===== src/iost_pkg.sv =====
// Package for the insertion-ordered set table.
// Holds the request and response transaction types and the mode codes.
// No dependencies.
package iost_pkg;

    // Request modes
    localparam logic [2:0] MODE_APPEND  = 3'd0;
    localparam logic [2:0] MODE_ADD_NEW = 3'd1;
    localparam logic [2:0] MODE_REMOVE  = 3'd2;
    localparam logic [2:0] MODE_MEMBER  = 3'd3;
    localparam logic [2:0] MODE_READ    = 3'd4;

    // Request transaction
    typedef struct packed {
        logic [2:0]         mode;
        logic signed [31:0] value;
        logic [5:0]         index;
    } t_req;

    // Response transaction
    typedef struct packed {
        logic               hit;
        logic               appended;
        logic               full_refused;
        logic signed [31:0] entry_value;
        logic [6:0]         entry_count;
        logic               nonempty;
        logic signed [31:0] oldest_value;
        logic signed [31:0] newest_value;
    } t_rsp;

endpackage


===== src/iost_ram.sv =====
// Single-port-write, single-port-read entry store for the set table.
// Read data is registered. No package dependency.
module iost_ram #(
    parameter int DEPTH = 64,
    parameter int WIDTH = 32,
    parameter int AW    = 6
) (
    input  logic             i_clk,
    input  logic             i_wr_en,
    input  logic [AW-1:0]    i_wr_addr,
    input  logic [WIDTH-1:0] i_wr_data,
    input  logic [AW-1:0]    i_rd_addr,
    output logic [WIDTH-1:0] o_rd_data
);

    logic [WIDTH-1:0] r_mem [DEPTH];
    logic [WIDTH-1:0] r_rd_data;

    // Write port
    always_ff @(posedge i_clk) begin
        if (i_wr_en) begin
            r_mem[i_wr_addr] <= i_wr_data;
        end
    end

    // Registered read port
    always_ff @(posedge i_clk) begin
        r_rd_data <= r_mem[i_rd_addr];
    end

    assign o_rd_data = r_rd_data;

endmodule


===== src/insertion_ordered_set_table.sv =====
// Top level of the insertion-ordered set table: sequencer around one entry store.
// Depends on iost_pkg (types, mode codes) and iost_ram (entry store).
//
//  channel | valid       | stall        | payload
//  --------+-------------+--------------+-----------------------
//  request | i_in_valid  | o_in_stall   | i_in  (iost_pkg::t_req)
//  result  | o_out_valid | i_out_stall  | o_out (iost_pkg::t_rsp)
//
// The store has one read port, so the search and the gap-closing shift
// each walk one entry per cycle through the same compare and read path.
// Reset clears the entry count and the handshake state; the store itself
// is not cleared. A stalled result holds in the output register while
// the next request is accepted and worked on.
module insertion_ordered_set_table #(
    parameter int CAPACITY   = 64,
    parameter int VALUE_BITS = 32
) (
    input  logic          i_clk,
    input  logic          i_rst_n,
    input  logic          i_in_valid,
    output logic          o_in_stall,
    input  iost_pkg::t_req i_in,
    output logic          o_out_valid,
    input  logic          i_out_stall,
    output iost_pkg::t_rsp o_out
);

    import iost_pkg::*;

    localparam int AW = $clog2(CAPACITY);
    localparam int CW = $clog2(CAPACITY + 1);

    typedef enum logic [9:0] {
        S_IDLE   = 10'b0000000001,
        S_SCAN   = 10'b0000000010,
        S_APPEND = 10'b0000000100,
        S_SHIFT  = 10'b0000001000,
        S_RF0    = 10'b0000010000,
        S_RF1    = 10'b0000100000,
        S_RF2    = 10'b0001000000,
        S_RDIX   = 10'b0010000000,
        S_RDCAP  = 10'b0100000000,
        S_DONE   = 10'b1000000000
    } t_state;

    // Control registers
    t_state          r_state, n_state;
    logic [CW-1:0]   r_count, n_count;
    logic [CW-1:0]   r_ptr, n_ptr;
    logic            r_cmp_vld, n_cmp_vld;
    logic            r_ovalid, n_ovalid;

    // Payload registers
    logic [2:0]            r_mode, n_mode;
    logic [VALUE_BITS-1:0] r_val, n_val;
    logic [5:0]            r_idx, n_idx;
    logic [AW-1:0]         r_cmp_idx, n_cmp_idx;
    logic [VALUE_BITS-1:0] r_oldest, n_oldest;
    logic [VALUE_BITS-1:0] r_newest, n_newest;
    logic [VALUE_BITS-1:0] r_ev, n_ev;
    logic                  r_hit, n_hit;
    logic                  r_app, n_app;
    logic                  r_ref, n_ref;
    t_rsp                  r_out, n_out;

    // Store interface
    logic                  wr_en;
    logic [AW-1:0]         wr_addr;
    logic [VALUE_BITS-1:0] wr_data;
    logic [AW-1:0]         rd_addr;
    logic [VALUE_BITS-1:0] rd_q;

    // Width helpers
    logic                  accept;
    logic                  full;
    logic [CW-1:0]         cnt_m1;
    logic [63:0]           in64;
    logic [15:0]           idx16;
    logic [15:0]           cnt16;
    logic [63:0]           old64;
    logic [63:0]           new64;
    logic [63:0]           ev64;
    logic                  more;

    iost_ram #(
        .DEPTH (CAPACITY),
        .WIDTH (VALUE_BITS),
        .AW    (AW)
    ) u_ram (
        .i_clk     (i_clk),
        .i_wr_en   (wr_en),
        .i_wr_addr (wr_addr),
        .i_wr_data (wr_data),
        .i_rd_addr (rd_addr),
        .o_rd_data (rd_q)
    );

    // Handshake and width conversion
    assign accept      = i_in_valid && (r_state == S_IDLE);
    assign o_in_stall  = (r_state != S_IDLE);
    assign o_out_valid = r_ovalid;
    assign o_out       = r_out;

    assign full   = (r_count == CW'(CAPACITY));
    assign cnt_m1 = r_count - CW'(1);
    assign in64   = 64'($unsigned(i_in.value));
    assign idx16  = 16'(r_idx);
    assign cnt16  = 16'(r_count);
    assign old64  = 64'(r_oldest);
    assign new64  = 64'(r_newest);
    assign ev64   = 64'(r_ev);
    assign more   = (r_ptr < r_count);

    // Sequencer
    always_comb begin
        n_state   = r_state;
        n_count   = r_count;
        n_ptr     = r_ptr;
        n_cmp_vld = r_cmp_vld;
        n_cmp_idx = r_cmp_idx;
        n_ovalid  = r_ovalid;
        n_mode    = r_mode;
        n_val     = r_val;
        n_idx     = r_idx;
        n_oldest  = r_oldest;
        n_newest  = r_newest;
        n_ev      = r_ev;
        n_hit     = r_hit;
        n_app     = r_app;
        n_ref     = r_ref;
        n_out     = r_out;
        wr_en     = 1'b0;
        wr_addr   = r_count[AW-1:0];
        wr_data   = r_val;
        rd_addr   = '0;

        // Drop the result once taken
        if (r_ovalid && !i_out_stall) begin
            n_ovalid = 1'b0;
        end

        case (r_state)
            S_IDLE: begin
                if (accept) begin
                    n_mode    = i_in.mode;
                    n_val     = in64[VALUE_BITS-1:0];
                    n_idx     = i_in.index;
                    n_hit     = 1'b0;
                    n_app     = 1'b0;
                    n_ref     = 1'b0;
                    n_ev      = '0;
                    n_ptr     = '0;
                    n_cmp_vld = 1'b0;
                    case (i_in.mode)
                        MODE_APPEND: n_state = S_APPEND;
                        MODE_ADD_NEW: begin
                            n_state = (r_count == '0) ? S_APPEND : S_SCAN;
                        end
                        MODE_REMOVE, MODE_MEMBER: begin
                            n_state = (r_count == '0) ? S_DONE : S_SCAN;
                        end
                        MODE_READ: n_state = S_RDIX;
                        default:   n_state = S_DONE;
                    endcase
                end
            end

            // Append at the tail unless full
            S_APPEND: begin
                if (full) begin
                    n_ref = 1'b1;
                end else begin
                    wr_en    = 1'b1;
                    n_count  = r_count + CW'(1);
                    n_newest = r_val;
                    n_app    = 1'b1;
                    if (r_count == '0) begin
                        n_oldest = r_val;
                    end
                end
                n_state = S_DONE;
            end

            // Walk entries one a cycle, compare the one read last cycle
            S_SCAN: begin
                if (more) begin
                    rd_addr   = r_ptr[AW-1:0];
                    n_ptr     = r_ptr + CW'(1);
                    n_cmp_vld = 1'b1;
                    n_cmp_idx = r_ptr[AW-1:0];
                end else begin
                    n_cmp_vld = 1'b0;
                end
                if (r_cmp_vld) begin
                    if (rd_q == r_val) begin
                        n_hit = 1'b1;
                        if (r_mode == MODE_REMOVE) begin
                            n_ptr     = CW'(r_cmp_idx) + CW'(1);
                            n_cmp_vld = 1'b0;
                            n_state   = S_SHIFT;
                        end else begin
                            n_state = S_DONE;
                        end
                    end else if (CW'(r_cmp_idx) == cnt_m1) begin
                        n_state = (r_mode == MODE_ADD_NEW) ? S_APPEND : S_DONE;
                    end
                end
            end

            // Close the gap: move each later entry down by one
            S_SHIFT: begin
                if (more) begin
                    rd_addr   = r_ptr[AW-1:0];
                    n_ptr     = r_ptr + CW'(1);
                    n_cmp_vld = 1'b1;
                    n_cmp_idx = r_ptr[AW-1:0];
                end else begin
                    n_cmp_vld = 1'b0;
                end
                if (r_cmp_vld) begin
                    wr_en   = 1'b1;
                    wr_addr = r_cmp_idx - AW'(1);
                    wr_data = rd_q;
                end
                if (!more && !r_cmp_vld) begin
                    n_count = cnt_m1;
                    n_state = (cnt_m1 == '0) ? S_DONE : S_RF0;
                end
            end

            // Refresh oldest and newest after a removal
            S_RF0: begin
                rd_addr = '0;
                n_state = S_RF1;
            end

            S_RF1: begin
                n_oldest = rd_q;
                rd_addr  = cnt_m1[AW-1:0];
                n_state  = S_RF2;
            end

            S_RF2: begin
                n_newest = rd_q;
                n_state  = S_DONE;
            end

            // Read by arrival index
            S_RDIX: begin
                if (idx16 < cnt16) begin
                    rd_addr = idx16[AW-1:0];
                    n_hit   = 1'b1;
                    n_state = S_RDCAP;
                end else begin
                    n_state = S_DONE;
                end
            end

            S_RDCAP: begin
                n_ev    = rd_q;
                n_state = S_DONE;
            end

            // Hand the result to the output register when it is free
            S_DONE: begin
                if (!r_ovalid || !i_out_stall) begin
                    n_ovalid           = 1'b1;
                    n_out.hit          = r_hit;
                    n_out.appended     = r_app;
                    n_out.full_refused = r_ref;
                    n_out.entry_value  = ev64[31:0];
                    n_out.entry_count  = cnt16[6:0];
                    n_out.nonempty     = (r_count != '0);
                    n_out.oldest_value = (r_count != '0) ? old64[31:0] : 32'd0;
                    n_out.newest_value = (r_count != '0) ? new64[31:0] : 32'd0;
                    n_state            = S_IDLE;
                end
            end

            default: n_state = S_IDLE;
        endcase
    end

    // Control state
    always_ff @(posedge i_clk) begin
        if (!i_rst_n) begin
            r_state   <= S_IDLE;
            r_count   <= '0;
            r_ptr     <= '0;
            r_cmp_vld <= 1'b0;
            r_ovalid  <= 1'b0;
        end else begin
            r_state   <= n_state;
            r_count   <= n_count;
            r_ptr     <= n_ptr;
            r_cmp_vld <= n_cmp_vld;
            r_ovalid  <= n_ovalid;
        end
    end

    // Payload, no reset
    always_ff @(posedge i_clk) begin
        r_mode    <= n_mode;
        r_val     <= n_val;
        r_idx     <= n_idx;
        r_cmp_idx <= n_cmp_idx;
        r_oldest  <= n_oldest;
        r_newest  <= n_newest;
        r_ev      <= n_ev;
        r_hit     <= n_hit;
        r_app     <= n_app;
        r_ref     <= n_ref;
        r_out     <= n_out;
    end

`ifndef NO_ASSERTIONS
    // An accepted request keeps the request side stalled in the next cycle
    a_busy_after_accept: assert property (@(posedge i_clk) disable iff (!i_rst_n)
        (i_in_valid && !o_in_stall) |=> o_in_stall)
        else $error("request side not stalled after accept");

    // The entry count moves by at most one per cycle and never past capacity
    a_count_step: assert property (@(posedge i_clk) disable iff (!i_rst_n)
        $past(i_rst_n) |-> ((r_count <= CW'(CAPACITY)) &&
        ((r_count == $past(r_count)) || (r_count == $past(r_count) + CW'(1)) ||
         (r_count == $past(r_count) - CW'(1)))))
        else $error("entry count out of step");

    // An appended result leaves the table nonempty and is never also refused
    a_append_flags: assert property (@(posedge i_clk) disable iff (!i_rst_n)
        (o_out_valid && o_out.appended) |-> (o_out.nonempty && !o_out.full_refused))
        else $error("inconsistent append flags");
`endif

endmodule

===== config.mk =====
export PLATFORM = sky130hd
export DESIGN_NAME = insertion_ordered_set_table
export DESIGN_NICKNAME = d
export VERILOG_FILES = /design/src/iost_pkg.sv /design/src/iost_ram.sv /design/src/insertion_ordered_set_table.sv
export SDC_FILE = /design/constraint.sdc
export NUM_CORES = 2
export LEC_CHECK = 0
export ABC_AREA = 1
export BUFFER_PORTS_ARGS = -buffer_cell sky130_fd_sc_hd__buf_4
export CAP_MARGIN = 20
export CELL_PAD_IN_SITES_DETAIL_PLACEMENT = 1
export CELL_PAD_IN_SITES_GLOBAL_PLACEMENT = 2
export CORE_MARGIN = 2
export CORE_UTILIZATION = 44
export DETAILED_ROUTE_END_ITERATION = 6
export GPL_ROUTABILITY_DRIVEN = 0
export PLACE_DENSITY = 0.76
export SKIP_CTS_REPAIR_TIMING = 1
export SLEW_MARGIN = 20
export SYNTH_ARGS = -nofsm -noshare
export SYNTH_HDL_FRONTEND = slang
export SYNTH_SLANG_ARGS = --single-unit

===== constraint.sdc =====
create_clock -name i_clk -period 7.25 [get_ports i_clk]
set_input_delay 0.3625 -clock i_clk [delete_from_list [all_inputs] [get_ports i_clk]]
set_output_delay 0.3625 -clock i_clk [all_outputs]
set_load 0.02 [all_outputs]

### After elaboration in Yosys (flattened, before gate mapping)

Memories as Yosys holds them, arrays and structs flattened. A register that Yosys moved wholly into a read port is not among the register bits.
Index checks and enable logic that the tools add are counted.

* bits in writable memories: 2048
* output and inout port bits: 109
* flip-flop bits (word level): 279
* memories kept: 1
* word-level logic and storage cells: 154

Memories
* u_ram.r_mem: depth 64, bits a word 32, rd ports 1, clocked after Yosys merged registers in 1, wr ports 1, line iost_ram.sv:16 `logic [WIDTH-1:0] r_mem [DEPTH];`

* magnitude comparators: 2
* equality and inequality tests: 30
* multiplexer cells: 59
* add/sub/neg operators: 5
* reduce and logical (&&, ||, !) cells: 34

Operators with widths (number)
* $mux 32: 6
* $pmux 32 s2: 3
* $mux 10: 11
* $pmux 10 s8: 1
* $mux 7: 7
* $pmux 10 s4: 1
* $eq 32x32->1: 1
* $mux 6: 4
* $pmux 7 s3: 1
* $ne 2x2->1 const B: 9
* $pmux 6 s3: 1
* $mux 1: 17
* $add 7x1->7 const B: 2
* $logic_not 7->1: 2
* $pmux 7 s2: 1
* $reduce_and 2->1: 6
* $reduce_and 3->1: 4
* $eq 10x1->1 const B: 1
* $eq 10x10->1 const B: 1
* $eq 10x2->1 const B: 1
* $eq 10x3->1 const B: 1
* $eq 10x4->1 const B: 1
* $eq 10x5->1 const B: 1
* $eq 10x6->1 const B: 1
* other kinds (28): 46

### Depth between registers and ports, before layout

* depth after elaboration: 6
* mapped depth: 22
* depth with buffers taken out: 19

### Hierarchy

From an unflattened synthesis, not the netlist that was laid out.

* cell total of the unflattened synthesis: 7953
* area total of the unflattened synthesis: 95232.6 um2

By module, submodules not included
* iost_ram: seq. area each 62139.6 um2, cells an instance 6769, area each 82738.1 um2, times used 1
* insertion_ordered_set_table: seq. area each 8117.8 um2, cells an instance 1184, area each 12494.5 um2, times used 1

### Worst setup path before layout

Ideal clock, no wire load.

* path kind: reg2reg
* from: register r_state[6]
* to: register r_out (netlist bit o_out[0]), enable pin
* setup slack: 1.321 ns
* arrival time: 5.355 ns
* stages on the path, launching flop included: 6
* data required time: 6.676 ns
* path buffers: 0
* period minus slack after synthesis: 5.929 ns
* path through: dfxtp_1 > nor2_1 > nand2_2 > nor2_1 > nand3_1 > nor2_1

* longest elaborated chain between the ends: 2

RTL lines
* from (decl): line insertion_ordered_set_table.sv:47 `t_state r_state, n_state;`
* from (signal assigned): line insertion_ordered_set_table.sv:293 `r_state <= n_state;`
* $eq 10x10->1: line insertion_ordered_set_table.sv:142 `case (r_state)`
* $reduce_and 2->1 (no source line)
* to (signal assigned): line insertion_ordered_set_table.sv:313 `r_out <= n_out;`
* to (decl): line insertion_ordered_set_table.sv:64 `t_rsp r_out, n_out;`

Every way passes these cells.
A chain may end at the register's enable or synchronous reset.

### Final worst setup path

* from: register r_count[1]
* to: register u_ram.r_rd_data[1] (netlist: u_ram.o_rd_data[1]) (read register of u_ram.r_mem)

* longest elaborated chain between the ends: 3

RTL lines
* from (decl): line insertion_ordered_set_table.sv:48 `logic [CW-1:0] r_count, n_count;`
* from (signal assigned): line insertion_ordered_set_table.sv:294 `r_count <= n_count;`
* $lt 6x7->1 or $lt 7x7->1 (tied branches): line insertion_ordered_set_table.sv:250, insertion_ordered_set_table.sv:112
* $mux 6 (on tied branches): line insertion_ordered_set_table.sv:250, insertion_ordered_set_table.sv:186, insertion_ordered_set_table.sv:212
* $pmux 6 s3 (*): line insertion_ordered_set_table.sv:142
* to (decl): line iost_ram.sv:17 `logic [WIDTH-1:0] r_rd_data;`

Mark *: on every way between the ends. The rest lies on a longest branch, timed or not.

==> results.toml <==
[outcome]
run_status = "completed"

[yosys]
synth_top_area_frac = 0.712
synthesized_nets = 8164
synth.lib_cells_used.distinct = 43
synth_ff_type = "edfxtp_1"
synth_edf_count = 2301
synth-seq-area-share = 0.724
yosys-top-cells-area = "edfxtp_1 71%, nand3_1 15%, nand2_1 5.5%"
synth.yosys.warnings = 0
postSynthCellCount = 8100
syn-cell-area_um2 = 97000
postSynthAreaPerCell_um2 = 12.0
synth-seq-cells = 2359
synth_top_area_cell = "edfxtp_1"
synth_async_sr_flop_share = 0

[setup_path]
crit_family = "simple AND/OR/NAND/NOR gates"
cp_common_cell = "nand2_1"
cp-end-kind = "flip-flop"
worstSetupPathType = "flip-flop to flip-flop"
path_max_fanout = 90
timing.critical_path.cells = "inv_1 -> ha_1 -> nand2_1 -> inv_1 -> nand2_1 -> nand2_1 -> a21oi_1 -> buf_4 -> ha_1 -> a21oi_4 -> buf_12 -> nand2_8 -> buf_4 -> buf_4 -> nand2_1 -> nand3_1 -> nand3_1 -> nand3_1 -> nand3_1 -> nand2_1 -> nand2_1 -> nand2_1"
critical_path_arrival_ns = 6.21
maximum_cell_stage_delay_along_the_critical_path_ns = 0.78
timing.critical_path.buf_inv = 6
worstSetupStartpointType = "flip-flop"
cp_data_required_time_ns = 8.11
critical_path.slowest_cell = "nand2_8"

[global_route]
global_route_wire_length_before_repair_mm = 496
grt_antenna_before_repair = 18
grt_max_degree = 153
first_global_vias = 70300
global_route.usage.total = 0.302
grt.overflow.total = 0

[route]
avgViaCountPerCell = 6.19
drt_first_pass_iters = 5
route.detailed.drc = 0
maxUsedRoutingLayer = "met5"
antenna_violating_nets_left = 0
wl_met2_mm = 155
route.met3.wl_mm = 31.3
initialDrtViolationCount = 8712
via_count = 69800
finalWirelength_mm = 344
route.detailed.wl_per_inst_um = 30.5
drt-met1-wl_mm = 147

[power]
power_density_nw_per_um2 = 288
p_clk_frac = 0.405
proportion_of_total_power_due_to_net_switching = 0.248
power_switching_mw = 7.95
p_total_mw = 32.0
cellLeakagePower_nw = 38.5
power.ir.vdd_worst_mv = 0.245
sequentialPowerShare = 0.507
comb_power_share = 0.088
power.internal_mw = 24.1

[sta]
slew_headroom = 0.281
finalSetupViolCount = 0
worst_clock_skew_ns = 0.0495
fin_setup_tns_ns = 0
timing.hold.ws_ns = 0.0980
slew_at_the_pin_closest_to_its_max_slew_limit_ns = 1.08
worst_slack_ns = 1.90
post-route-period-util = 0.737
fin_crit_ns = 5.35
achievable-frequency_mhz = 187
drv_slew = 0
hold_viol = 0
grt_setup_unrepaired = "false"

[die]
dieWidth_um = 474
ios = 154
std_cell_rows = 172
chipHeight_um = 474
core-area_um2 = 220000
design.die.area_um2 = 224000
start_util = 0.442

[place]
place.detailed.hpwl_mm = 183
number_of_cells_in_the_design_after_placement = 10800
io_buffers = 153
post-place-ws_ns = 1.93
placed_cell_area_um2 = 102000

[layout]
fin_util = 0.505
final_cells = 11300
postLayoutCellArea_um2 = 111000
most-common-layout-cells = "2982 x nand3_1, 2301 x edfxtp_1, 1424 x nand2_1"
share_of_final_layout_standard_cells_stronger_than_drive_strength_1 = 0.103
fin_nets = 8272
final_common_cell = "nand3_1"
syn_to_final_growth_pct = 14.4

[cts]
ctsHtreeMaxLevel = 5
worstSkewPairLatency_ns = 0.96
clock_tree_from_tritoncts = "built"
path_clk_slew_ns = 0.06
tritoncts_num_sinks = 2359
clock_path_buffers = 4
clockRootBuffer = "clkbuf_16"
cts-buffers-inserted = 277

[run]
timing.max_cap.violations = 0

[worst_hold_path]
min_path_type = "input port to flip-flop"
==> worst min-delay path: cells and delay by family <==
kind	cells	cell delay (ns)
buffers and inverters	2	0.30
AND/OR/NAND/NOR	1	0.15
==> routing by layer <==
layer  up-vias  GRT usage
li1      29600          -
met1     36200      0.439
met2      3356      0.466
met3       557     0.0511
met4         6     0.0913
met5         -          0
==> power groups by stage <==
stage / clock network [mW] / registers [mW] / logic [mW]
6_report: 13.0 / 16.2 / 2.80
4_1_cts: 13.1 / 16.2 / 2.73
2_1_floorplan: 0 / 16.6 / 1.26
3_3_place_gp: 0 / 16.5 / 2.64
3_5_place_dp: 0 / 16.5 / 2.72
5_1_grt: 13.6 / 16.2 / 2.98
==> Yosys cell counts, types with 2 or more instances <==
master    count
nand2_1    1424
nand3_1    2982
nand4_1      22
xnor2_1       2
buf_4        29
o211ai_1      3
o21ai_1       4
nor2_4        3
nor3_1       24
dfxtp_1      58
o41ai_1       2
inv_2         6
a21oi_2       2
buf_6         5
nor2_2        2
ha_1         19
nor2_1      215
inv_1       211
nor4_1        6
a31oi_1       6
xor2_1       29
edfxtp_1   2301
or2_2         3
a21oi_1      36
buf_2       405
clkbuf_1    103
o21ai_0     127
nand2_2       5
nand3_2       2
buf_1        50
a211oi_1      2
==> cell type report <==
cell class                      instances  area [um^2]
Multi-Input combinational cell       4931        24100
Sequential cell                      2359        70300
Antenna cell                            6         15.0
Tap cell                             2871         3590
Timing Repair Buffer                  421         3950
Clock buffer                          370         7520
Clock inverter                        103          681
Fill cell                           22300       109000
Inverter                              218          835
==> worst paths after layout <==
path / startpoint / end / slack (ns) / cells after the start
min: i_in_valid / r_mode[2]$_DFFE_PP_ / 0.1 / 3
min reg2reg: r_ev[20]$_SDFFCE_PN0P_ / o_out[92]$_DFFE_PP_ / 0.42 / 0
max reg2reg: r_count[1]$_SDFFE_PN0P_ / u_ram.o_rd_data[1]$_DFF_P_ / 1.90 / 22
max: r_count[1]$_SDFFE_PN0P_ / u_ram.o_rd_data[1]$_DFF_P_ / 1.90 / 22
==> cell families after synthesis <==
logic type                 count (synthesis)  share of synthesized area
buffers and inverters                    810                     0.0381
DFF                                     2359                      0.724
xor gates and xnor gates                  31                    0.00280
adders and majority gates                 19                    0.00245
AOI/OAI and AO/OA                        189                     0.0105
and+or+nand+nor                         4692                      0.222
==> registers in the layout (all words and copies together), names as in the netlist <==
name	flops
r_ref	1
r_state	10
r_ptr	7
r_hit	1
o_out_valid	1
r_cmp_idx	6
r_count	7
r_newest	32
o_out	107
r_val	32
r_idx	6
r_cmp_vld	1
r_oldest	32
r_ev	32
u_ram.r_mem	2048
u_ram.o_rd_data	32
r_app	1
r_mode	3
(Power assumes the default switching activity.)
